[src/led_grid_frame_packer_assert.svh]
// Assertion macros for the LED grid frame packer.
// Used by lgfp_walker and lgfp_packer; expects clk_i and rst_ni in scope.
`ifndef LED_GRID_FRAME_PACKER_ASSERT_SVH
`define LED_GRID_FRAME_PACKER_ASSERT_SVH
`ifndef SYNTHESIS
`define LGFP_ASSERT(lbl, prop) \
  lbl: assert property (@(posedge clk_i) disable iff (!rst_ni) prop) \
    else $error("lgfp: assertion failed");
`define LGFP_ASSERT_NEVER(lbl, expr) `LGFP_ASSERT(lbl, !(expr))
`else
`define LGFP_ASSERT(lbl, prop)
`define LGFP_ASSERT_NEVER(lbl, expr)
`endif
`endif

[src/lgfp_pkg.sv]
// Shared types and constants of the LED grid frame packer.
// No dependencies.
package lgfp_pkg;

  localparam logic [1:0] OP_SET  = 2'd0;
  localparam logic [1:0] OP_SHOW = 2'd1;
  localparam logic [1:0] OP_READ = 2'd2;

  localparam logic [1:0] MODE_ONOFF  = 2'd0;
  localparam logic [1:0] MODE_SERIES = 2'd1;
  localparam logic [1:0] MODE_GRIDS  = 2'd2;
  localparam logic [1:0] MODE_QUIET  = 2'd3;

  localparam logic [7:0] CFG_MODE = 8'd0;
  localparam logic [7:0] CFG_VARI = 8'd1;
  localparam logic [7:0] CFG_COLS = 8'd2;
  localparam logic [7:0] CFG_ROWS = 8'd3;

  localparam logic [7:0] MSG_LED_ON  = 8'h21;
  localparam logic [7:0] MSG_LED_OFF = 8'h20;
  localparam logic [7:0] MSG_COL     = 8'h80;
  localparam logic [7:0] MSG_MAP     = 8'h14;
  localparam logic [7:0] MSG_LEVEL   = 8'h1A;
  localparam logic [7:0] QUAD_OFS    = 8'h08;
  localparam logic [7:0] NIB_MASK    = 8'h0F;

  typedef enum logic [2:0] {
    W_CLEAR, W_IDLE, W_SET_HDR, W_F0_HDR, W_F0_CELL, W_Q_HDR, W_Q_CELL, W_READ
  } walk_state_e;

  typedef enum logic [1:0] {
    STEP_HDR, STEP_CELL, STEP_READ
  } step_kind_e;

  typedef struct packed {
    logic       valid;
    step_kind_e kind;
    logic [7:0] hdr_byte;
    logic       incl;
    logic       nib;
    logic [2:0] shift;
    logic       byte_done;
    logic       msg_done;
    logic       item_last;
  } step_t;

  typedef struct packed {
    logic [1:0] op;
    logic [1:0] page;
    logic [3:0] column;
    logic [3:0] row;
    logic [7:0] value;
  } in_t;

  typedef struct packed {
    logic [63:0] frame_bytes;
    logic [3:0]  byte_count;
    logic        end_of_message;
    logic [7:0]  read_value;
    logic        last;
  } out_t;

endpackage

[src/lgfp_packer.sv]
// Step consumer: folds cell reads into bytes, bytes into 8-byte words, and passes read values out.
// Depends on lgfp_pkg and led_grid_frame_packer_assert.svh.
`include "led_grid_frame_packer_assert.svh"
module lgfp_packer (
  input  logic            clk_i,
  input  logic            rst_ni,
  input  lgfp_pkg::step_t step_i,
  input  logic [7:0]      rdata_i,
  output logic            adv_o,
  output logic            out_valid_o,
  input  logic            out_stall_i,
  output lgfp_pkg::out_t  out_data_o
);

  lgfp_pkg::step_t step_q;
  logic [7:0]  acc_q, acc_d, contrib, nbyte;
  logic [63:0] word_q, word_d, word_new;
  logic [2:0]  wcnt_q, wcnt_d;
  logic        out_valid_q, out_valid_d, append, push;
  lgfp_pkg::out_t out_q, out_d;

  assign adv_o = !out_valid_q || !out_stall_i;

  always_comb begin
    if (!step_q.incl) begin
      contrib = 8'd0;
    end else if (step_q.nib) begin
      contrib = (rdata_i & lgfp_pkg::NIB_MASK) << step_q.shift;
    end else begin
      contrib = (rdata_i != 8'd0) ? (8'd1 << step_q.shift) : 8'd0;
    end
    nbyte  = (step_q.kind == lgfp_pkg::STEP_HDR) ? step_q.hdr_byte : (acc_q | contrib);
    append = step_q.kind == lgfp_pkg::STEP_HDR
             || (step_q.kind == lgfp_pkg::STEP_CELL && step_q.byte_done);
    push   = (append && (wcnt_q == 3'd7 || step_q.msg_done))
             || step_q.kind == lgfp_pkg::STEP_READ;
    for (int k = 0; k < 8; k++) begin
      word_new[k*8 +: 8] = (wcnt_q == 3'(k)) ? nbyte : word_q[k*8 +: 8];
    end
    acc_d       = acc_q;
    word_d      = word_q;
    wcnt_d      = wcnt_q;
    out_d       = out_q;
    out_valid_d = out_valid_q && out_stall_i;
    if (adv_o && step_q.valid) begin
      if (step_q.kind == lgfp_pkg::STEP_CELL) acc_d = append ? 8'd0 : nbyte;
      if (push) begin
        word_d      = 64'd0;
        wcnt_d      = 3'd0;
        out_valid_d = 1'b1;
        if (step_q.kind == lgfp_pkg::STEP_READ) begin
          out_d            = '0;
          out_d.read_value = step_q.incl ? rdata_i : 8'd0;
          out_d.last       = 1'b1;
        end else begin
          out_d.frame_bytes    = word_new;
          out_d.byte_count     = {1'b0, wcnt_q} + 4'd1;
          out_d.end_of_message = step_q.msg_done;
          out_d.read_value     = 8'd0;
          out_d.last           = step_q.item_last && step_q.msg_done;
        end
      end else if (append) begin
        word_d = word_new;
        wcnt_d = wcnt_q + 3'd1;
      end
    end
  end

  always_ff @(posedge clk_i or negedge rst_ni) begin
    if (!rst_ni) begin
      step_q      <= '0;
      acc_q       <= 8'd0;
      word_q      <= 64'd0;
      wcnt_q      <= 3'd0;
      out_valid_q <= 1'b0;
    end else begin
      if (adv_o) step_q <= step_i;
      acc_q       <= acc_d;
      word_q      <= word_d;
      wcnt_q      <= wcnt_d;
      out_valid_q <= out_valid_d;
    end
  end

  always_ff @(posedge clk_i) begin
    out_q <= out_d;
  end

  assign out_valid_o = out_valid_q;
  assign out_data_o  = out_q;

  `LGFP_ASSERT_NEVER(a_read_mid_word,
    step_q.valid && step_q.kind == lgfp_pkg::STEP_READ && wcnt_q != 3'd0)
  `LGFP_ASSERT(a_acc_clear_on_hdr,
    step_q.valid && step_q.kind == lgfp_pkg::STEP_HDR |-> acc_q == 8'd0)
  `LGFP_ASSERT(a_hold_on_stall,
    out_valid_q && out_stall_i |=> $stable(step_q) && $stable(wcnt_q))

endmodule

[config.mk]
export PLATFORM = sky130hd
export DESIGN_NAME = lgfp_packer
export DESIGN_NICKNAME = d
export VERILOG_FILES = /design/src/lgfp_pkg.sv /design/src/lgfp_packer.sv
export VERILOG_INCLUDE_DIRS = /design/src /design/src/src
export SDC_FILE = /design/constraint.sdc
export NUM_CORES = 1
export LEC_CHECK = 0
export ABC_AREA = 1
export BUFFER_PORTS_ARGS = -buffer_cell sky130_fd_sc_hd__buf_4
export CAP_MARGIN = 20
export CORE_MARGIN = 5
export CORE_UTILIZATION = 50
export CTS_CLUSTER_DIAMETER = 50
export DETAILED_ROUTE_END_ITERATION = 7
export GPL_TIMING_DRIVEN = 0
export PLACE_DENSITY = 0.67
export SLEW_MARGIN = 20
export SYNTH_ARGS = -nofsm -noshare
export SYNTH_HDL_FRONTEND = slang
export SYNTH_SLANG_ARGS = --single-unit
export TNS_END_PERCENT = 1
[constraint.sdc]
create_clock -name clk_i -period 5.3 [get_ports clk_i]
set_input_delay 1.06 -clock clk_i [delete_from_list [all_inputs] [get_ports clk_i]]
set_output_delay 1.06 -clock clk_i [all_outputs]
set_load 0.01 [all_outputs]
Word level (Yosys, flattened, before mapping)
Cells that the tools add are included.

word-level totals
  register bits = 173
  input port bits = 30
  output and inout bits = 80

operators by class
  add/subtract/negate cells = 2
  eq/ne operators = 9
  shift operators = 2
  multiplexer cells = 19
  bitwise logic cells = 1
  reductions and logical operators = 19

operators by type and width
  operator                                                               count
  64-bit two-way mux                                                     2
  8-bit two-way mux                                                      13
  3-bit equality test, second input constant                             4
  8-bit bitwise OR                                                       1
  2-bit AND reduction                                                    4
  8-bit nonzero test                                                     1
  1-bit by 3-bit << shifter with 8-bit output, first input constant      1
  4-bit by 3-bit << shifter with 8-bit output                            1
  3-bit by 2-bit equality test with 1-bit output, second input constant  2
  3-bit two-way mux                                                      2
  1-bit logical AND                                                      5
  3-bit by 1-bit adder with 4-bit output, second input constant          1
  1-bit logical OR                                                       4
  3-bit by 1-bit adder with 3-bit output, second input constant          1
  3-bit by 1-bit equality test with 1-bit output, second input constant  1
  3-bit logical NOT                                                      1
  2-bit by 1-bit equality test with 1-bit output, second input constant  1
  2-bit equality test, second input constant                             1
  1-bit logical NOT                                                      2
  2-bit logical NOT                                                      1
  1-bit two-way mux                                                      2
  2-bit nonzero test                                                     1

Depth between registers and ports, before layout
  word-level depth = 9
  depth in mapped cells = 13
  mapped depth without buffers = 12

Worst setup path before layout
Ideal clock, no wire load.

  path type = input -> register
  start = in out_stall_i
  end = reg out_q, in the netlist out_data_o[0] (enable)
  setup time = 0.515 ns
  data arrival time = 4.610 ns
  data required time = 4.785 ns
  setup slack = 0.175 ns
  stages on the path = 3
  buffers on the path = 0
  path through = nand2_1 > nand2_1 > nor2_1

on the way
  cells in the longest elaborated chain, start to end = 4

RTL lines
  item                                  line               RTL
  start: declaration                    lgfp_packer.sv:11  input logic out_stall_i,
  1-bit logical NOT                     lgfp_packer.sv:22  assign adv_o = !out_valid_q || !out_stall_i;
  1-bit logical OR                      lgfp_packer.sv:22
  1-bit logical AND                     lgfp_packer.sv:45  if (adv_o && step_q.valid) begin
  2-bit AND reduction (no source line)  -
  end signal: assignment                lgfp_packer.sv:86  out_q <= out_d;
  end: declaration                      lgfp_packer.sv:20  lgfp_pkg::out_t out_q, out_d;

Every way passes these cells.
A chain may end at the register's enable or synchronous reset.

Worst setup path after layout
  start = in out_stall_i
  end = out adv_o

on the way
  cells in the longest elaborated chain, start to end = 2

RTL lines
  item               line               RTL
  1-bit logical NOT  lgfp_packer.sv:22
  1-bit logical OR   lgfp_packer.sv:22
  end: declaration   lgfp_packer.sv:9   output logic adv_o,

Every way passes these cells.

==> impl_results.md <==
- Fin crit period: 3.31 ns
- Pint: 3.20 mW
- Starting Density: 51.3%
- I/O pins: 110
- Max-slew headroom: 40.4%
- Slew Limit Fails: 0
- Sw Pwr: 1.73 mW
- Worst slew pin tran: 0.894 ns
- Placer Congestion: 0.853
- Syn Nets: 927
- Vias/cell: 5.04
- Die Y: 135 um
- Post-synth top cells: 364 x nand2_1, 95 x dfrtp_1, 78 x edfxtp_1
- DRT antenna net count: 0
- Crit-path max FO: 10
- Outcome: finished clean
- Post-synth top area cell: dfrtp_1
- TritonCTS clock tree: built
- Largest buffer count on any clock path: 2
- First-pass GRT wire length: 30.0 mm
- Data required, critical path: 4.24 ns
- Reg power frac: 40.5%
- Startpoint types: primary input
- Final HPWL DP: 12.7 mm
- Vias in the first global route: 5765
- Hold path endpoint: word_q[52]
- Synth-to-Final Area Change: 21.9%
- Largest net degree at the start of global routing: 96
- Synth top area cells: dfrtp_1 30%, edfxtp_1 30%, nand2_1 17%
- # Post-CTS Setup Buffers: 0
- Cell Area, Synth: 0.00783 mm2
- Final Cell Area: 0.00954 mm2
- Die X: 135 um
- Clk_skew: 0.0111 ns
- RSZ-0062 raised after global routing: false
- Comb power frac: 34.3%
- CP Capture Type: primary output
- Post-CTS sizing: 0
- Fin nets: 1057
- Sw Ratio: 35.1%
- R2r setup slk: 2.74 ns
- Cell with the most instances after synthesis: nand2_1
- GRT Total Usage: 21.2%
- Setup TNS: 0 ns
- Dpl cell area: 0.00896 mm2
- FILL cells: 1308
- Arrival @ worst endpoint: 2.25 ns
- Hold Crit Depth: 2
- Synth Register Bits: 173
- H-tree level count: 4
- Routed WL per cell: 15.0 um
- Max IR drop VDD: 0.304 mV
- Share of layout cells above drive strength 1: 19.9%
- # hold bufs at CTS: 0
- Initial antenna violation count: 0
- Peak Freq: 302 MHz
- Async set-or-reset flop fraction in the synthesized netlist: 54.9%
- Total power: 4.93 mW
- Register area share after synthesis: 60.3%
- # rows: 45
- Hold Fails Final Rpt: 0
- Number of synthesized flops with an enable pin: 78
- Mapped Cells: 891
- Hold wc startpoint: word_q[52]
- PwrDens: 516 mW/mm2
- Ys Warns: 0
- Diode count: 0
- Syn_area_per_cell: 8.79 um2
- R2R Path Start: wcnt_q[0]
- Clock power share: 25.2%
- Top_reg_cell synth: dfrtp_1
- Global route total overflow: 0
- Reg clk slew, reported paths: 0.06 ns
- Number of detailed-route iterations in the first pass: 7
- Root buffer cell: clkbuf_16
- Via Count: 6269
- Clk_lat worst skew: 0.43 ns
- Die area: 0.0183 mm2
- Sink Count: 173
- Share of the synthesized area in the top cell type: 30.4%
- CTS Buf Count: 17
- Synth unique cells: 27
- I/O Buffers: 109
- R2R Path End: out_data_o[33]
- R2R cell count: 7
- Max-cap viol count: 0
- Final WL: 18.6 mm
- Worst Hold Class: register to register
- Leak pwr: 4.75 nW
- DRC violations left: 0
- Iteration-0 DRC count of the detailed router: 609
- Setup violations, final: 0
- Tcrit/Tclk final: 62.4%
- Core area: 0.0153 mm2
- WS Path Type: primary input to primary output
power by group through the flow:
stage / clock, mW / combinational [mW] / sequential [mW]
finish: 1.24 / 1.69 / 2.00
detailed placement: 0 / 1.68 / 2.01
global route: 1.32 / 1.91 / 2.04
floorplan: 0 / 1.06 / 2.05
CTS: 1.26 / 1.70 / 2.00
global placement: 0 / 1.64 / 2.02
worst max-delay path by stage:
stage,startpoint,to,slack (ns)
5_1_grt,out_stall_i,adv_o,1.91
2_1_floorplan,out_stall_i,out_data_o[0],0.18
3_3_place_gp,out_stall_i,out_data_o[42],-1.44
4_1_cts,out_stall_i,adv_o,1.98
6_report,out_stall_i,adv_o,1.99
3_5_place_dp,out_stall_i,adv_o,1.98
through the flow:
stage	hold WS [ns]	cells	setup slack, ns	util [%]
2_1_floorplan	0.441	891	0.175	-
3_3_place_gp	0.452	1211	-1.44	58.4
3_5_place_dp	0.458	1213	1.98	58.7
4_1_cts	0.475	1245	1.98	62.6
5_1_grt	0.490	1245	1.91	62.6
6_report	0.473	1245	1.99	62.6
final cells by class:
cell class	count	area (um2)	share of cell area [%]
Buffer	33	160	1.68
Clock buffer	19	433	4.54
Clock inverter	13	149	1.56
Inverter	46	173	1.81
Multi-Input combinational cell	639	2780	29.2
Sequential cell	173	4720	49.4
Tap cell	211	264	2.77
Timing Repair Buffer	111	862	9.03
flip-flops by register name (all words and copies together) (netlist names):
name	count
acc_q	8
word_q	64
wcnt_q	3
out_valid_o	1
step_q	19
out_data_o	78
layout by cell type (no fill, tap or decap), types with 4 or more instances in the layout:
cell type / Yosys / final
a21oi_1: 23 / 23
buf_1: 5 / 5
buf_2: 5 / 5
buf_4: 2 / 110
buf_6: 3 / 4
clkbuf_1: 18 / 20
clkbuf_16: 0 / 17
clkinv_2: 0 / 4
dfrtp_1: 95 / 95
edfxtp_1: 78 / 78
ha_1: 6 / 6
inv_1: 40 / 40
inv_2: 5 / 5
nand2_1: 364 / 364
nand3_1: 74 / 74
nor2_1: 75 / 74
o21ai_0: 38 / 38
or2_2: 45 / 45
logic make-up (layout without fill, tap and decap cells):
| kind of cell | count (synthesis) | count (layout) | synth area share [%] |
|---|---|---|---|
| adder cells (fa/ha/maj) | 6 | 6 | 0.959 |
| multiplexers | 1 | 1 | 0.144 |
| AO/OA/AOI/OAI | 66 | 66 | 4.32 |
| flip-flops | 173 | 173 | 60.3 |
| buffers and inverters | 79 | 222 | 4.25 |
| AND/OR/NAND/NOR | 566 | 566 | 30.0 |
critical path: stages:
cell	delay, ns
buf_4	0.11
nand2_1	0.09
clkbuf_1	0.37
clkbuf_1	0.41
buf_4	0.21
per-layer routing:
metal / up-vias / wire (um) / track usage, %
met1: 2940 / 8890 / 31.2
met5: - / 0 / 0
li1: 3129 / - / -
met3: 23 / 1000 / 5.05
met2: 177 / 8410 / 31.5
met4: 0 / 307 / 6.22
(Power assumes the default switching activity.)
