[src/led_grid_frame_packer_assert.svh]
// Assertion macros for the LED grid frame packer.
// Used by lgfp_walker and lgfp_packer; expects clk_i and rst_ni in scope.
`ifndef LED_GRID_FRAME_PACKER_ASSERT_SVH
`define LED_GRID_FRAME_PACKER_ASSERT_SVH
`ifndef SYNTHESIS
`define LGFP_ASSERT(lbl, prop) \
  lbl: assert property (@(posedge clk_i) disable iff (!rst_ni) prop) \
    else $error("lgfp: assertion failed");
`define LGFP_ASSERT_NEVER(lbl, expr) `LGFP_ASSERT(lbl, !(expr))
`else
`define LGFP_ASSERT(lbl, prop)
`define LGFP_ASSERT_NEVER(lbl, expr)
`endif
`endif

[src/lgfp_pkg.sv]
// Shared types and constants of the LED grid frame packer.
// No dependencies.
package lgfp_pkg;

  localparam logic [1:0] OP_SET  = 2'd0;
  localparam logic [1:0] OP_SHOW = 2'd1;
  localparam logic [1:0] OP_READ = 2'd2;

  localparam logic [1:0] MODE_ONOFF  = 2'd0;
  localparam logic [1:0] MODE_SERIES = 2'd1;
  localparam logic [1:0] MODE_GRIDS  = 2'd2;
  localparam logic [1:0] MODE_QUIET  = 2'd3;

  localparam logic [7:0] CFG_MODE = 8'd0;
  localparam logic [7:0] CFG_VARI = 8'd1;
  localparam logic [7:0] CFG_COLS = 8'd2;
  localparam logic [7:0] CFG_ROWS = 8'd3;

  localparam logic [7:0] MSG_LED_ON  = 8'h21;
  localparam logic [7:0] MSG_LED_OFF = 8'h20;
  localparam logic [7:0] MSG_COL     = 8'h80;
  localparam logic [7:0] MSG_MAP     = 8'h14;
  localparam logic [7:0] MSG_LEVEL   = 8'h1A;
  localparam logic [7:0] QUAD_OFS    = 8'h08;
  localparam logic [7:0] NIB_MASK    = 8'h0F;

  typedef enum logic [2:0] {
    W_CLEAR, W_IDLE, W_SET_HDR, W_F0_HDR, W_F0_CELL, W_Q_HDR, W_Q_CELL, W_READ
  } walk_state_e;

  typedef enum logic [1:0] {
    STEP_HDR, STEP_CELL, STEP_READ
  } step_kind_e;

  typedef struct packed {
    logic       valid;
    step_kind_e kind;
    logic [7:0] hdr_byte;
    logic       incl;
    logic       nib;
    logic [2:0] shift;
    logic       byte_done;
    logic       msg_done;
    logic       item_last;
  } step_t;

  typedef struct packed {
    logic [1:0] op;
    logic [1:0] page;
    logic [3:0] column;
    logic [3:0] row;
    logic [7:0] value;
  } in_t;

  typedef struct packed {
    logic [63:0] frame_bytes;
    logic [3:0]  byte_count;
    logic        end_of_message;
    logic [7:0]  read_value;
    logic        last;
  } out_t;

endpackage

[src/lgfp_walker.sv]
// Sequencer: clears the store, decodes items, walks cells and issues steps.
// Depends on lgfp_pkg and led_grid_frame_packer_assert.svh.
`include "led_grid_frame_packer_assert.svh"
module lgfp_walker #(
  parameter int PAGES    = 4,
  parameter int MAX_SIDE = 16,
  parameter int DEPTH    = 1024,
  parameter int AW       = 10
) (
  input  logic           clk_i,
  input  logic           rst_ni,
  input  logic           in_valid_i,
  output logic           in_stall_o,
  input  lgfp_pkg::in_t  in_data_i,
  input  logic [1:0]     mode_i,
  input  logic           vari_i,
  input  logic [4:0]     cc_i,
  input  logic [4:0]     rc_i,
  input  logic           adv_i,
  output lgfp_pkg::step_t step_o,
  output logic           mem_we_o,
  output logic           mem_re_o,
  output logic [AW-1:0]  mem_addr_o,
  output logic [7:0]     mem_wdata_o
);

  lgfp_pkg::walk_state_e state_q, state_d;
  logic [1:0]    shown_q, shown_d, q_q, q_d, hidx_q, hidx_d;
  logic [3:0]    oi_q, oi_d, ii_q, ii_d;
  logic [3:0]    set_col_q, set_col_d, set_row_q, set_row_d;
  logic          set_on_q, set_on_d, rd_ok_q, rd_ok_d;
  logic [AW-1:0] rd_addr_q, rd_addr_d, clr_q, clr_d;

  function automatic logic [AW-1:0] cell_addr(logic [1:0] p, logic [3:0] c, logic [3:0] r);
    return AW'((int'(p) * MAX_SIDE + int'(c)) * MAX_SIDE + int'(r));
  endfunction

  logic       in_ok, page_ok, vari_eff, hdr_last, q_final, q_msg_done, q_byte_done;
  logic       f0_row_done, f0_col_done, q_incl;
  logic [4:0] f0_bit, qc, qr;
  lgfp_pkg::walk_state_e frame_state;

  always_comb begin
    page_ok     = int'(in_data_i.page) < PAGES;
    in_ok       = page_ok && int'(in_data_i.column) < MAX_SIDE
                  && int'(in_data_i.row) < MAX_SIDE;
    vari_eff    = (mode_i == lgfp_pkg::MODE_GRIDS) && vari_i;
    hdr_last    = (mode_i == lgfp_pkg::MODE_SERIES) ? (hidx_q == 2'd0) : (hidx_q == 2'd2);
    qc          = {1'b0, q_q[0], ii_q[2:0]};
    qr          = {1'b0, q_q[1], oi_q[2:0]};
    q_incl      = (qc < cc_i) && (qr < rc_i);
    q_msg_done  = (oi_q[2:0] == 3'd7) && (ii_q[2:0] == 3'd7);
    q_byte_done = vari_eff ? ii_q[0] : (ii_q[2:0] == 3'd7);
    q_final     = (q_q == 2'd3) || (vari_eff && (((q_q == 2'd0) && (cc_i <= 5'd8))
                  || ((q_q == 2'd1) && (rc_i <= 5'd8))));
    f0_bit      = rc_i - 5'd1 - {1'b0, ii_q};
    f0_row_done = ({1'b0, ii_q} == rc_i - 5'd1);
    f0_col_done = ({1'b0, oi_q} == cc_i - 5'd1);
    frame_state = (mode_i == lgfp_pkg::MODE_ONOFF) ? lgfp_pkg::W_F0_HDR : lgfp_pkg::W_Q_HDR;
  end

  // next state
  always_comb begin
    state_d   = state_q;
    shown_d   = shown_q;
    q_d       = q_q;
    hidx_d    = hidx_q;
    oi_d      = oi_q;
    ii_d      = ii_q;
    set_col_d = set_col_q;
    set_row_d = set_row_q;
    set_on_d  = set_on_q;
    rd_ok_d   = rd_ok_q;
    rd_addr_d = rd_addr_q;
    clr_d     = clr_q;
    unique case (state_q)
      lgfp_pkg::W_CLEAR: begin
        clr_d = clr_q + AW'(1);
        if (clr_q == AW'(DEPTH - 1)) state_d = lgfp_pkg::W_IDLE;
      end
      lgfp_pkg::W_IDLE: begin
        q_d    = 2'd0;
        hidx_d = 2'd0;
        oi_d   = 4'd0;
        ii_d   = 4'd0;
        if (in_valid_i) begin
          case (in_data_i.op)
            lgfp_pkg::OP_SET: begin
              set_col_d = in_data_i.column;
              set_row_d = in_data_i.row;
              set_on_d  = in_data_i.value != 8'd0;
              if (in_ok && in_data_i.page == shown_q && mode_i != lgfp_pkg::MODE_QUIET) begin
                state_d = (mode_i == lgfp_pkg::MODE_ONOFF) ? lgfp_pkg::W_SET_HDR : frame_state;
              end
            end
            lgfp_pkg::OP_SHOW: begin
              if (page_ok) begin
                shown_d = in_data_i.page;
                if (mode_i != lgfp_pkg::MODE_QUIET) state_d = frame_state;
              end
            end
            lgfp_pkg::OP_READ: begin
              rd_ok_d   = in_ok;
              rd_addr_d = cell_addr(in_data_i.page, in_data_i.column, in_data_i.row);
              state_d   = lgfp_pkg::W_READ;
            end
            default: ;
          endcase
        end
      end
      lgfp_pkg::W_SET_HDR: begin
        if (adv_i) begin
          hidx_d = hidx_q + 2'd1;
          if (hidx_q == 2'd1) state_d = lgfp_pkg::W_IDLE;
        end
      end
      lgfp_pkg::W_F0_HDR: begin
        if (adv_i) begin
          ii_d    = 4'd0;
          state_d = lgfp_pkg::W_F0_CELL;
        end
      end
      lgfp_pkg::W_F0_CELL: begin
        if (adv_i) begin
          ii_d = ii_q + 4'd1;
          if (f0_row_done) begin
            oi_d    = oi_q + 4'd1;
            state_d = f0_col_done ? lgfp_pkg::W_IDLE : lgfp_pkg::W_F0_HDR;
          end
        end
      end
      lgfp_pkg::W_Q_HDR: begin
        if (adv_i) begin
          hidx_d = hidx_q + 2'd1;
          if (hdr_last) begin
            oi_d    = 4'd0;
            ii_d    = 4'd0;
            state_d = lgfp_pkg::W_Q_CELL;
          end
        end
      end
      lgfp_pkg::W_Q_CELL: begin
        if (adv_i) begin
          ii_d = {1'b0, ii_q[2:0] + 3'd1};
          if (ii_q[2:0] == 3'd7) oi_d = oi_q + 4'd1;
          if (q_msg_done) begin
            q_d     = q_q + 2'd1;
            hidx_d  = 2'd0;
            state_d = q_final ? lgfp_pkg::W_IDLE : lgfp_pkg::W_Q_HDR;
          end
        end
      end
      lgfp_pkg::W_READ: begin
        if (adv_i) state_d = lgfp_pkg::W_IDLE;
      end
      default: state_d = lgfp_pkg::W_IDLE;
    endcase
  end

  // outputs
  always_comb begin
    step_o      = '0;
    step_o.kind = lgfp_pkg::STEP_HDR;
    mem_we_o    = 1'b0;
    mem_re_o    = 1'b0;
    mem_addr_o  = '0;
    mem_wdata_o = 8'd0;
    in_stall_o  = state_q != lgfp_pkg::W_IDLE;
    unique case (state_q)
      lgfp_pkg::W_CLEAR: begin
        mem_we_o   = 1'b1;
        mem_addr_o = clr_q;
      end
      lgfp_pkg::W_IDLE: begin
        if (in_valid_i && in_data_i.op == lgfp_pkg::OP_SET && in_ok) begin
          mem_we_o    = 1'b1;
          mem_addr_o  = cell_addr(in_data_i.page, in_data_i.column, in_data_i.row);
          mem_wdata_o = in_data_i.value;
        end
      end
      lgfp_pkg::W_SET_HDR: begin
        step_o.valid = 1'b1;
        if (hidx_q == 2'd0) begin
          step_o.hdr_byte = set_on_q ? lgfp_pkg::MSG_LED_ON : lgfp_pkg::MSG_LED_OFF;
        end else begin
          step_o.hdr_byte  = {set_col_q, set_row_q};
          step_o.msg_done  = 1'b1;
          step_o.item_last = 1'b1;
        end
      end
      lgfp_pkg::W_F0_HDR: begin
        step_o.valid    = 1'b1;
        step_o.hdr_byte = lgfp_pkg::MSG_COL | {4'd0, oi_q};
      end
      lgfp_pkg::W_F0_CELL: begin
        step_o.valid     = 1'b1;
        step_o.kind      = lgfp_pkg::STEP_CELL;
        step_o.incl      = f0_bit[4:3] == 2'd0;
        step_o.shift     = f0_bit[2:0];
        step_o.byte_done = f0_row_done;
        step_o.msg_done  = f0_row_done && f0_col_done;
        step_o.item_last = f0_row_done && f0_col_done;
        mem_re_o         = adv_i && step_o.incl;
        mem_addr_o       = cell_addr(shown_q, oi_q, ii_q);
      end
      lgfp_pkg::W_Q_HDR: begin
        step_o.valid = 1'b1;
        if (mode_i == lgfp_pkg::MODE_SERIES) begin
          step_o.hdr_byte = lgfp_pkg::MSG_COL | {6'd0, q_q};
        end else if (hidx_q == 2'd0) begin
          step_o.hdr_byte = vari_eff ? lgfp_pkg::MSG_LEVEL : lgfp_pkg::MSG_MAP;
        end else if (hidx_q == 2'd1) begin
          step_o.hdr_byte = q_q[0] ? lgfp_pkg::QUAD_OFS : 8'd0;
        end else begin
          step_o.hdr_byte = q_q[1] ? lgfp_pkg::QUAD_OFS : 8'd0;
        end
      end
      lgfp_pkg::W_Q_CELL: begin
        step_o.valid     = 1'b1;
        step_o.kind      = lgfp_pkg::STEP_CELL;
        step_o.incl      = q_incl;
        step_o.nib       = vari_eff;
        step_o.shift     = vari_eff ? (ii_q[0] ? 3'd0 : 3'd4) : ii_q[2:0];
        step_o.byte_done = q_byte_done;
        step_o.msg_done  = q_msg_done;
        step_o.item_last = q_msg_done && q_final;
        mem_re_o         = adv_i && q_incl;
        mem_addr_o       = cell_addr(shown_q, qc[3:0], qr[3:0]);
      end
      lgfp_pkg::W_READ: begin
        step_o.valid     = 1'b1;
        step_o.kind      = lgfp_pkg::STEP_READ;
        step_o.incl      = rd_ok_q;
        step_o.item_last = 1'b1;
        mem_re_o         = adv_i && rd_ok_q;
        mem_addr_o       = rd_addr_q;
      end
      default: ;
    endcase
  end

  always_ff @(posedge clk_i or negedge rst_ni) begin
    if (!rst_ni) begin
      state_q <= lgfp_pkg::W_CLEAR;
      shown_q <= 2'd0;
      q_q     <= 2'd0;
      hidx_q  <= 2'd0;
      oi_q    <= 4'd0;
      ii_q    <= 4'd0;
      clr_q   <= '0;
    end else begin
      state_q <= state_d;
      shown_q <= shown_d;
      q_q     <= q_d;
      hidx_q  <= hidx_d;
      oi_q    <= oi_d;
      ii_q    <= ii_d;
      clr_q   <= clr_d;
    end
  end

  always_ff @(posedge clk_i) begin
    set_col_q <= set_col_d;
    set_row_q <= set_row_d;
    set_on_q  <= set_on_d;
    rd_ok_q   <= rd_ok_d;
    rd_addr_q <= rd_addr_d;
  end

  `LGFP_ASSERT_NEVER(a_port_conflict, mem_we_o && mem_re_o)
  `LGFP_ASSERT(a_clear_writes, state_q == lgfp_pkg::W_CLEAR |-> mem_we_o && !mem_re_o)
  `LGFP_ASSERT(a_read_in_range, mem_re_o |-> int'(mem_addr_o) < DEPTH)

endmodule

[config.mk]
export PLATFORM = sky130hd
export DESIGN_NAME = lgfp_walker
export DESIGN_NICKNAME = d
export VERILOG_FILES = /design/src/lgfp_pkg.sv /design/src/lgfp_walker.sv
export VERILOG_INCLUDE_DIRS = /design/src /design/src/src
export SDC_FILE = /design/constraint.sdc
export NUM_CORES = 1
export LEC_CHECK = 0
export BUFFER_PORTS_ARGS = -buffer_cell sky130_fd_sc_hd__buf_2
export CAP_MARGIN = 20
export CORE_MARGIN = 1
export CORE_UTILIZATION = 43
export DETAILED_ROUTE_END_ITERATION = 12
export PLACE_DENSITY = 0.65
export SYNTH_ARGS = -nofsm -noshare
export SYNTH_HDL_FRONTEND = slang
export SYNTH_SLANG_ARGS = --single-unit
export TNS_END_PERCENT = 100
[constraint.sdc]
create_clock -name clk_i -period 2.4 [get_ports clk_i]
set_input_delay 0.24 -clock clk_i [delete_from_list [all_inputs] [get_ports clk_i]]
set_output_delay 0.24 -clock clk_i [all_outputs]
set_load 0.01 [all_outputs]
-- Yosys cells after proc, flatten, opt, wreduce, memory -nomap -nowiden
Index checks and enable logic that the tools add are counted.
Widths: inputs -> output; s select.
- logic and storage cells: 172
- bits of input ports: 37
- memories: 0
- output and inout bits: 40
- RAM bits: 0
- register bits: 46
- memory bits (read-only): 0
- latch bits: 0
- reductions and logical operators: 36
- multiplexer cells: 66
- magnitude comparators: 4
- equality and inequality tests: 40
- div/mod/pow operators: 0
- $mul: 0
- shift-type cells: 0
- add/sub/neg operators: 15
- bitwise logic cells: 0
- operators by type and width (cell ; count):
    $mux 3 ; 19
    $mux 4 ; 13
    $pmux 10 s5 ; 1
    $mux 8 ; 5
    $add 10x4->10 ; 3
    $ne 2x2->1 const B ; 14
    $pmux 3 s8 ; 1
    $pmux 8 s3 ; 1
    $pmux 4 s5 ; 1
    $add 6x4->6 ; 3
    $eq 3x3->1 const B ; 6
    $pmux 4 s4 ; 1
    $reduce_and 15->1 ; 1
    $mux 2 ; 7
    $logic_and 1x1->1 ; 12
    $reduce_and 3->1 ; 4
    $add 10x1->10 const B ; 1
    $eq 10x10->1 const B ; 1
    $eq 4x5->1 ; 2
    $le 5x4->1 const B ; 2
    $logic_not 2->1 ; 5
    $lt 4x5->1 ; 2
    $mux 10 ; 1
    $sub 5x1->5 const B ; 2
    other kinds (33) ; 53

-- Longest topological paths before layout
Gate-level depths: netlist of the first run.
- word-level depth: 9
- gate-level depth with buffers: 10
- depth with buffers taken out: 10

-- Worst setup path after synthesis of the first run
OpenSTA, ideal clock, no wires.
- kind: input-to-output
- start: input rc_i[1]
- end: output mem_re_o
- setup slack: 17 ps
- buffers on the path: 0
- data required time: 2160 ps
- cell stages on the path: 10
- arrival: 2143 ps
- cell sequence: inv_1 ha_1 inv_1 ha_1 nor2b_1 o21ai_0 mux2_2 o22a_1 nand2b_1 a31oi_1
- word-level cells in the longest chain between the ends: 5
- elaborated cells between the ends (all ways): 8
- those cells by class: add/sub: 2; order compare: 1; mux: 1; reduce/logical: 4
- ends and longest elaborated chain (element ; RTL line ; RTL):
    start, declared ; lgfp_walker.sv:18 ; input logic [4:0] rc_i,
    $sub 5x1->5 ; lgfp_walker.sv:56 ; f0_bit = rc_i - 5'd1 - {1'b0, ii_q};
    $sub 5x4->5 ; lgfp_walker.sv:56 ;
    $logic_not 2->1 ; lgfp_walker.sv:198 ; step_o.incl = f0_bit[4:3] == 2'd0;
    $logic_and 1x1->1 ; lgfp_walker.sv:203 ; mem_re_o = adv_i && step_o.incl;
    $pmux 1 s3 (*) ; lgfp_walker.sv:169 ; unique case (state_q)
    end, declared ; lgfp_walker.sv:22 ; output logic mem_re_o,
Every way passes the cells marked *; elsewhere a longest branch is shown, timed or not.

-- Worst setup path in the final report of the first run
- start: register ii_q[0]
- end: output mem_re_o
- word-level cells in the longest chain between the ends: 4
- elaborated cells between the ends (all ways): 7
- those cells by class: add/sub: 1; order compare: 1; mux: 1; reduce/logical: 4
- ends and longest elaborated chain (element ; RTL line ; RTL):
    start, declared ; lgfp_walker.sv:29 ; logic [3:0] oi_q, oi_d, ii_q, ii_d;
    start signal, assigned ; lgfp_walker.sv:257 ; ii_q <= ii_d;
    $sub 5x4->5 / $lt 4x5->1 (equally long branches) ; lgfp_walker.sv:56, lgfp_walker.sv:51 ;
    $logic_not 2->1 / $logic_and 1x1->1 (equally long branches) ; lgfp_walker.sv:198, lgfp_walker.sv:51 ;
    $logic_and 1x1->1 (on tied branches) ; lgfp_walker.sv:203, lgfp_walker.sv:227 ;
    $pmux 1 s3 (*) ; lgfp_walker.sv:169 ;
Marks and branches as above.

==> metrics.md, run 1 <==
| Metric | Value |
|---|---|
| Share of flip-flops with an asynchronous set or reset | `0.587` |
| Worst Min Path Start | `in_data_i[12]` |
| Total gr overflow | `0` |
| Crit. End Element | `output port` |
| Tcrit/Tclk final | `1.02` |
| PwrDens | `821 nW/µm²` |
| Area growth from synthesis to layout | `28.7%` |
| Routing usage on met1 | `0.326` |
| Fillers | `approximately 740` |
| Yosys warnings | `0` |
| Avg WL per Cell | `17.1 µm` |
| Reg area | `1250 µm²` |
| Worst Tran Pin Value | `657 ps` |
| Final ANT Viol Nets | `0` |
| Worst VDD drop | `0.000370 V` |
| Avg Inst Size Synth | `8.86 µm²` |
| Setup Total Neg Slack | `-113 ps` |
| Hpwl dp | `a little under 8000 µm` |
| Vias in the first global route | `3362` |
| Register area share after synthesis | `0.351` |
| Htree depth | `2` |
| CTS Buf Count | `5` |
| Root Driver | `clkbuf_8` |
| Placed inst area | `4270 µm²` |
| Mapped Nets | `around 470` |
| Slew Viols, Final | `0` |
| Mapped Cells | `401` |
| ANT cells | `0` |
| Crit-path leading delay family | `compound AO/OA/AOI/OAI gates` |
| CTS tree | `done` |
| Startpoint Class | `flip-flop` |
| Sink Count | `46` |
| Unrepaired setup endpoints after global routing | `true` |
| Post-Place Cells | `597` |
| Crit. Startpoint | `ii_q[0]` |
| Nets | `581` |
| Max clock buf depth | `2` |
| Status | `finished, violations left` |
| Crit-path max FO | `2` |
| Final Hold Fails | `0` |
| Initial Utilization | `0.452` |
| Largest net degree at the start of global routing | `29` |
| # IOs | `77` |
| Reg clk slew, reported paths | `100 ps` |
| Slowest stage delay, CP | `430 ps` |
| Leading cell type in the layout, fill and taps excluded | `buf_2` |
| Fraction of layout cells with a size suffix above 1 | `0.337` |
| Global-route usage over all layers | `0.250` |
| Residual DRC | `0` |
| DRT Wirelength | `10600 µm` |
| Multi-input logic area | `2210 µm²` |
| Worst slack, placed | `-252 ps` |
| EDFF count, synth | `19` |
| Register bit total from synthesis | `46` |
| DR pass1 iterations | `5` |
| Setup-failing EPs final | `2` |
| Commonest non-fill, non-tap cells in the layout | `76 x buf_2, 46 x buf_4, 42 x nand2_1, 27 x nand3_1` |
| Slew headroom | `0.562` |
| Vias per std cell | `approximately 5.6` |
| Final instance area | `roughly 4600 µm²` |
| DR vias | `about 3500` |
| Achievable frequency | `407 MHz` |
| Met2 Use GR | `0.412` |
| Leak | `around 2.2 nW` |
| Routability Congestion | `0.937` |
| Top_reg_cell synth | `dfrtp_1` |
| HP Class | `in -> reg` |
| Crit-path slowest cell | `dfrtp_1` |
| Layout Cells excl Fill | `roughly 620` |
| Core box area | `7850 µm²` |
| Rows | `32` |
| Die Y | `92.9 µm` |
| Antenna violations before repair | `0` |
| Worst Path Required | `2160 ps` |
| Distinct cells, synth | `62` |
| Most Crowded Layer GR | `met2` |
| Port Buffer Count | `between 70 and 80` |
| Cells along the critical path | `ha_4, fa_2, nand2b_1, o2111a_1, a211oi_2, o22a_1, nand2b_1, a31oi_1, buf_2` |
| Final worst slack | `-57.4 ps` |
| Pwr Total | `about 3.8 mW` |
| Clock Latency Late Sink | `~300 ps` |
| Total of max-cap violations | `0` |
| Synthesized area | `3550 µm²` |
| M3 GR Usage | `0.0361` |
| Violated checks | `negative setup slack` |
| Clock Skews | `12.0 ps` |
| Full die area | `8630 µm²` |
| WHS | `approximately 130 ps` |
| CP Buf/Inv Count | `1` |
| Crit Reg-Reg Startpoint | `oi_q[2]` |
| CP most frequent cell | `nand2b_1` |
| Die width | `92.9 µm` |
| Final min period | `2460 ps` |
| Final Core Density | `0.582` |
| Worst setup path class | `reg -> out` |
| First-pass GRT wire length | `16600 µm` |
| CP arrival | `about 2200 ps` |
| Iteration-0 DRC Markers | `226` |
[worst register-to-register path, stage by stage (launching register included)]
cell and delay, ps:
dfrtp_2 450, and2_4 160, o21a_1 190, o31ai_2 180, nand4_1 170, buf_4 170, buf_4 120, buf_4 120
buf_4 120, buf_4 120, buf_4 120, a21oi_1 160, o21ai_1 70
[worst paths after layout]
kind	endpoint	slack [ps]	cells after the start
max	mem_re_o	-60	9
min	rd_addr_q[4]	130	1
max reg2reg	state_q[1]	140	12
min reg2reg	clr_q[6]	520	1
max in group asynchronous	state_q[1]	1440	2
min in group asynchronous	q_q[0]	500	2
[final cells by class]
| class | count | area share |
|---|---|---|
| multi-input cells | 309 | 0.484 |
| flip-flops and latches | 46 | 0.273 |
| repair buffers | 126 | 0.172 |
| well taps | 102 | 0.0279 |
| inverters | 28 | 0.0235 |
| clock buffers | 5 | 0.0151 |
| clock inverters | 3 | 0.00411 |
[report_power, final]
group	leakage, nW	internal (mW)	switching (mW)
sequential	0.526	0.961	0.210
clock	0.0483	0.206	0.276
combinational	1.62	0.963	1.14
total	2.20	2.13	1.62
[synthesized netlist by cell type (all sizes together), types with 8 or more instances]
library cell	count	area share
and2	14	0.025
xor2	12	0.030
nand2	43	0.048
buf	10	0.015
o21ai	17	0.025
nand4	12	0.021
nor2	22	0.023
nand2b	9	0.019
a21oi	14	0.020
inv	28	0.030
a22oi	21	0.044
ha	27	0.095
edfxtp	19	0.16
dfrtp	27	0.19
clkbuf	8	0.0095
nand3	28	0.041
[kinds of logic (layout without fill, tap and decap cells)]
kind of cell | Yosys count | count (layout) | synth area share
AND/OR/NAND/NOR | 162 | 162 | 0.238
AO/OA/AOI/OAI | 91 | 91 | 0.181
flip-flops | 46 | 46 | 0.351
buffers and inverters | 46 | 162 | 0.0546
adder cells (fa/ha/maj) | 28 | 28 | 0.101
XOR/XNOR | 19 | 19 | 0.0469
multiplexers | 9 | 9 | 0.0271
[flip-flops by register name (all words and copies together), names as in the netlist, 3 cells and up]
signal     flops
rd_addr_q     10
set_col_q      4
clr_q         10
state_q        3
set_row_q      4
ii_q           4
oi_q           4
[per-layer routing]
| layer | share of wire | vias up |
|---|---|---|
| met5 | 0 | - |
| met1 | 0.43 | 1622 |
| li1 | - | 1689 |
| met4 | 0.027 | 0 |
| met2 | 0.47 | 138 |
| met3 | 0.071 | 21 |
[what timing repair did]
action / CTS / global route
hold endpoints to repair: 27 / 0
gates resized for setup: 19 / 11
setup endpoints to repair: 5 / 23
buffers inserted: 11 / 2
pin swaps: 9 / 5
hold buffers: 1 / 0
(Power assumes the default switching activity.)
==> run 2: changes to the inputs <==
Settings changed: CORE_UTILIZATION 43 to 35, PLACE_DENSITY 0.65 to unset.
==> run 2 against run 1 <==
Against the previous run: the run still ends with negative setup slack left; clock power increased by 6.0%; die area increased by 22%; via count shrank 1.1%; design area decreased by 0.66%; wire length is essentially flat; first-iteration DRC count shrank 3.5%; critical path depth did not move; maximum frequency is 0.31% lower; utilization shrank 12 points; largest power group unchanged; register-to-register slack better by 40 ps; hold slack got worse by 0.83 ps.
==> metrics.md, run 2 (synthesized netlist as in run 1, its figures left out) <==
| Metric | Value |
|---|---|
| Worst Path Required | `2160 ps (about the same)` |
| Reg clk slew, reported paths | `100 ps (about the same)` |
| Setup Total Neg Slack | `-114 ps (-0.399 ps)` |
| Total gr overflow | `0 (unchanged)` |
| Achievable frequency | `406 MHz (-0.31%)` |
| Die width | `103 µm (+11%)` |
| Clock Skews | `4.21 ps (-7.78 ps)` |
| Crit-path max FO | `2 (unchanged)` |
| Fraction of layout cells with a size suffix above 1 | `0.318 (-0.0182)` |
| Commonest non-fill, non-tap cells in the layout | `76 x buf_2, 42 x nand2_1, 42 x buf_4, 27 x nand3_1, 26 x dfrtp_1` |
| Worst Tran Pin Value | `668 ps (+11.5 ps)` |
| First-pass GRT wire length | `16800 µm (+1.3%)` |
| CP most frequent cell | `nand2b_1` |
| Worst flop-to-flop path endpoint | `state_q[1]` |
| Unrepaired setup endpoints after global routing | `true` |
| Startpoint Class | `flip-flop` |
| Setup-failing EPs final | `2 (unchanged)` |
| Final Hold Fails | `0 (unchanged)` |
| Worst VDD drop | `0.000471 V (+27%)` |
| Global-route usage over all layers | `0.208 (-0.0416)` |
| Setup crit end | `mem_re_o` |
| Multi-input logic area | `2190 µm² (-1.0%)` |
| Hpwl dp | `8200 µm (+6.4%)` |
| Crit Reg-Reg Startpoint | `ii_q[1]` |
| Pwr Total | `3.72 mW (-0.92%)` |
| Sink Count | `46 (unchanged)` |
| Port Buffer Count | `76 (unchanged)` |
| Violated checks | `negative setup slack` |
| Full die area | `10600 µm² (+22%)` |
| Reg2reg path depth | `10 (-2)` |
| Final min period | `2470 ps (+7.64 ps)` |
| Clock Latency Late Sink | `310 ps (about the same)` |
| Leak | `2.17 nW (-1.4%)` |
| Worst setup path class | `reg -> out` |
| Reg2Reg Setup Slack | `180 ps (+40 ps)` |
| Max clock buf depth | `2 (unchanged)` |
| Crit-path leading delay family | `compound AO/OA/AOI/OAI gates` |
| Crit. Startpoint | `ii_q[0]` |
| CTS tree | `done` |
| PwrDens | `819 nW/µm² (-0.27%)` |
| Crit. End Element | `output port` |
| Cells along the critical path | `ha_4, fa_2, nand2b_1, o2111a_1, a211oi_2, o22a_1, nand2b_1, a31oi_1, buf_2` |
| Largest regs | `clr_q (10), rd_addr_q (10)` |
| CP arrival | `2230 ps (about the same)` |
| Iteration-0 DRC Markers | `218 (-3.5%)` |
| DR vias | `3431 (-1.1%)` |
| Vias per std cell | `5.32 (-5.1%)` |
| Antenna violations before repair | `0 (unchanged)` |
| Initial Utilization | `0.362 (-0.0909)` |
| Die Y | `103 µm (+11%)` |
| Leading cell type in the layout, fill and taps excluded | `buf_2` |
| CP Buf/Inv Count | `1 (unchanged)` |
| Status | `finished, violations left` |
| Final worst slack | `-65.0 ps (-7.64 ps)` |
| Root Driver | `clkbuf_8` |
| Fillers | `993 (+33%)` |
| Core box area | `9820 µm² (+25%)` |
| Residual DRC | `0 (unchanged)` |
| Tcrit/Tclk final | `1.03 (+0.00318)` |
| WP depth | `9 (unchanged)` |
| Nets | `576 (-0.86%)` |
| Reg area | `1250 µm² (-0.20%)` |
| Largest net degree at the start of global routing | `29 (unchanged)` |
| DR pass1 iterations | `5 (unchanged)` |
| Rows | `36 (+13%)` |
| Total of max-cap violations | `0 (unchanged)` |
| Vias in the first global route | `3362 (unchanged)` |
| Avg WL per Cell | `16.4 µm (-4.1%)` |
| Slew headroom | `0.554 (-0.00764)` |
| Crit-path slowest cell | `dfrtp_1` |
| Htree depth | `2 (unchanged)` |
| ANT cells | `0 (unchanged)` |
| DRT Wirelength | `10600 µm (about the same)` |
| # IOs | `77 (unchanged)` |
| Final Core Density | `0.462 (-0.120)` |
| Slew Viols, Final | `0 (unchanged)` |
| Area growth from synthesis to layout | `27.9%` |
| Final ANT Viol Nets | `0 (unchanged)` |
| Slowest stage delay, CP | `430 ps (about the same)` |
| HP Class | `in -> reg` |
| CTS Buf Count | `5 (unchanged)` |
| Routability Congestion | `0.887 (-5.4%)` |
## run 2: stage by stage
stage | instance area, µm² | worst slack, ps | hold slack [ps] | cells
after floorplan | 3550 | 16.8 | -55.6 | 401
after global placement | 4290 | -196 | 305 | 628
after detailed placement | 4290 | -241 | 315 | 628
after CTS | 4500 | -86.1 | 123 | 644
after global routing | 4540 | -209 | 114 | 645
final | 4540 | -65.0 | 133 | 645
## run 2: final cells by class
cell class	count	share of cell area
Multi-Input combinational cell	309	0.482
Sequential cell	46	0.275
Timing Repair Buffer	121	0.162
Tap cell	133	0.0366
Inverter	28	0.0237
Clock buffer	5	0.0152
Clock inverter	3	0.00551
## run 2: routing by layer
metal | track usage | part of all wire
met1 | 0.274 | 0.45
met2 | 0.352 | 0.47
met3 | 0.0359 | 0.059
met4 | 0.0571 | 0.016
met5 | 0 | 0
## run 2: how the worst min path moves through the flow
stage / to / slack, ps / cells after the start / from
final: rd_addr_q[6] / 130 / 1 / in_data_i[14]
after global routing: rd_addr_q[7] / 110 / 1 / in_data_i[15]
after CTS: rd_addr_q[7] / 120 / 1 / in_data_i[15]
after detailed placement: clr_q[1] / 310 / 1 / rst_ni
after global placement: clr_q[1] / 310 / 1 / rst_ni
after floorplan: clr_q[0] / -60 / 0 / rst_ni
## run 2: what timing repair did
| action | in CTS | in global routing |
|---|---|---|
| buffers inserted | 7 | 1 |
| hold buffers | 1 | 0 |
| pin swaps | 9 | 3 |
| gates resized for setup | 13 | 11 |
| hold endpoints to repair | 27 | 0 |
| setup endpoints to repair | 4 | 6 |
## run 2: where the power goes
| group | total, mW | internal [mW] | switching [mW] |
|---|---|---|---|
| Combinational | 2.06 | 0.911 | 1.15 |
| Clock | 0.510 | 0.211 | 0.300 |
| Sequential | 1.14 | 0.959 | 0.184 |
| Total | 3.72 | 2.08 | 1.64 |
## run 2: worst reg2reg max path, cell delays in order (launching register included)
cell     delay (ps)
dfrtp_1         390
buf_6           140
buf_4           150
ha_1            150
ha_2            190
a21bo_2         130
o21ai_0          70
a22oi_1         280
nand4_1         160
or3_1           360
o21ai_1         120
==> run 3: changes to the inputs <==
Settings changed: CAP_MARGIN 20 to unset, SKIP_CTS_REPAIR_TIMING set to 1.
==> run 3 against run 2 <==
Against the previous run: the flow still finishes with violations (negative setup slack); flip-flop and latch count unchanged; global-route usage decreased by 0.23 points; sequential power about the same; utilization decreased by 0.28 points; cell count decreased by 0.78%; critical path depth unchanged; first-iteration DRC count decreased by 16%; die area unchanged; clock skew decreased by 0.59 ps; maximum frequency decreased by 0.43%; register-to-register slack improved by 30 ps; sequential share of layout area increased by 0.22 points; critical path type unchanged.
==> metrics.md, run 3 (synthesized netlist as in run 1, its figures left out) <==
| Metric | Value |
|---|---|
| Iteration-0 DRC Markers | `184 (-16%)` |
| Vias in the first global route | `3293 (-2.1%)` |
| Port Buffer Count | `76 (unchanged)` |
| Crit Reg-Reg Startpoint | `ii_q[0]` |
| Die width | `103 µm (unchanged)` |
| WP depth | `9 (unchanged)` |
| WHS | `134 ps (+1.29 ps)` |
| Crit-path leading delay family | `compound AO/OA/AOI/OAI gates` |
| Rows | `36 (unchanged)` |
| CTS Buf Count | `5 (unchanged)` |
| First-pass GRT wire length | `16600 µm (-1.2%)` |
| Full die area | `10600 µm² (unchanged)` |
| DRT Wirelength | `10500 µm (-0.56%)` |
| Global-route usage over all layers | `0.206 (-0.00232)` |
| Total gr overflow | `0 (unchanged)` |
| Achievable frequency | `404 MHz (-0.43%)` |
| Worst setup path class | `reg -> out` |
| Fraction of layout cells with a size suffix above 1 | `0.306 (-0.0126)` |
| Reg area | `1250 µm² (+0.20%)` |
| Sink Count | `46 (unchanged)` |
| Pwr Total | `3.72 mW (+0.16%)` |
| Final ANT Viol Nets | `0 (unchanged)` |
| Total of max-cap violations | `0 (unchanged)` |
| Cells along the critical path | `ha_4, fa_2, nand2b_1, o2111a_1, a211oi_1, o22a_1, buf_4, o211ai_1, buf_2` |
| CTS tree | `done` |
| Setup-failing EPs final | `2 (unchanged)` |
| Largest net degree at the start of global routing | `29 (unchanged)` |
| Leading cell type in the layout, fill and taps excluded | `buf_2` |
| Setup Total Neg Slack | `-125 ps (-11.5 ps)` |
| Antenna violations before repair | `0 (unchanged)` |
| Multi-input logic area | `2200 µm² (+0.34%)` |
| Hpwl dp | `8200 µm (unchanged)` |
| Largest regs | `clr_q (10), rd_addr_q (10)` |
| Htree depth | `2 (unchanged)` |
| Startpoint Class | `flip-flop` |
| Die Y | `103 µm (unchanged)` |
| Setup crit end | `step_o[7]` |
| DR vias | `3441 (+0.29%)` |
| Nets | `571 (-0.87%)` |
| Crit-path max FO | `2 (unchanged)` |
| Final Hold Fails | `0 (unchanged)` |
| Worst slack, placed | `-241 ps (unchanged)` |
| CP arrival | `2240 ps (about the same)` |
| Core box area | `9820 µm² (unchanged)` |
| Slew Viols, Final | `0 (unchanged)` |
| Worst VDD drop | `0.000470 V (-0.19%)` |
| Worst Tran Pin Value | `674 ps (+6.00 ps)` |
| Leak | `2.15 nW (-0.88%)` |
| Routability Congestion | `0.887 (unchanged)` |
| Reg2reg path depth | `9 (-1)` |
| Unrepaired setup endpoints after global routing | `true` |
| Crit-path slowest cell | `dfrtp_1` |
| Tcrit/Tclk final | `1.03 (+0.00441)` |
| Worst Path Required | `2160 ps (about the same)` |
| Reg clk slew, reported paths | `100 ps (about the same)` |
| Residual DRC | `0 (unchanged)` |
| Crit. Startpoint | `ii_q[0]` |
| Reg2Reg Setup Slack | `210 ps (+30 ps)` |
| Crit. End Element | `output port` |
| Commonest non-fill, non-tap cells in the layout | `76 x buf_2, 42 x nand2_1, 37 x buf_4, 27 x nand3_1, 26 x inv_1` |
| Root Driver | `clkbuf_8` |
| CP Buf/Inv Count | `2 (+1)` |
| Slew headroom | `0.550 (-0.00400)` |
| Vias per std cell | `5.38 (+1.1%)` |
| Initial Utilization | `0.362 (unchanged)` |
| # IOs | `77 (unchanged)` |
| Fillers | `1004 (+1.1%)` |
| Worst flop-to-flop path endpoint | `state_q[1]` |
| Area growth from synthesis to layout | `27.1%` |
| Final worst slack | `-75.6 ps (-10.6 ps)` |
| Violated checks | `negative setup slack` |
| HP Class | `in -> reg` |
| PwrDens | `825 nW/µm² (+0.77%)` |
| Final instance area | `4510 µm² (-0.61%)` |
| Status | `finished, violations left` |
| Clock Skews | `3.61 ps (-0.594 ps)` |
| Slowest stage delay, CP | `430 ps (about the same)` |
| ANT cells | `0 (unchanged)` |
| Final min period | `2480 ps (+10.6 ps)` |
| Clock Latency Late Sink | `310 ps (about the same)` |
| DR pass1 iterations | `4 (-1)` |
| Avg WL per Cell | `16.5 µm (+0.22%)` |
| Max clock buf depth | `2 (unchanged)` |
| Placed inst area | `4290 µm² (unchanged)` |
-- run 3: per-layer routing --
layer	GRT usage	wire length, µm
met4	0.0549	140
met5	0	0
met2	0.345	4880
met1	0.278	4980
met3	0.0305	535
-- run 3: worst min-delay path by stage --
stage                        from      endpoint  cells after the start  slack [ps]
finish              in_data_i[14]  rd_addr_q[6]                      1         130
global placement           rst_ni      clr_q[1]                      1         310
CTS                        rst_ni      clr_q[0]                      1         -30
global route        in_data_i[15]  rd_addr_q[7]                      1         110
detailed placement         rst_ni      clr_q[1]                      1         310
floorplan                  rst_ni      clr_q[0]                      0         -60
-- run 3: power by group --
group / internal (mW) / switching, mW
sequential: 0.961 / 0.187
combinational: 0.906 / 1.16
clock: 0.211 / 0.302
-- run 3: area by class of cell --
type / instances / share of cell area
Clock buffer: 5 / 0.0152
Clock inverter: 3 / 0.00554
Inverter: 28 / 0.0238
Multi-Input combinational cell: 309 / 0.487
Sequential cell: 46 / 0.277
Tap cell: 133 / 0.0369
Timing Repair Buffer: 116 / 0.155
-- run 3: stage by stage --
step	utilization	instances
4_1_cts	0.447	636
5_1_grt	0.460	640
6_report	0.460	640
3_5_place_dp	0.437	628
3_3_place_gp	0.437	628
2_1_floorplan	-	401
-- run 3: worst reg2reg max path: stages, from the launching register on --
cell and delay [ps]:
dfrtp_1 410, buf_4 220, ha_1 170, ha_1 180, a21bo_2 140, o21ai_0 70
a22oi_1 270, nand4_1 160, or3_1 360, o21ai_1 130
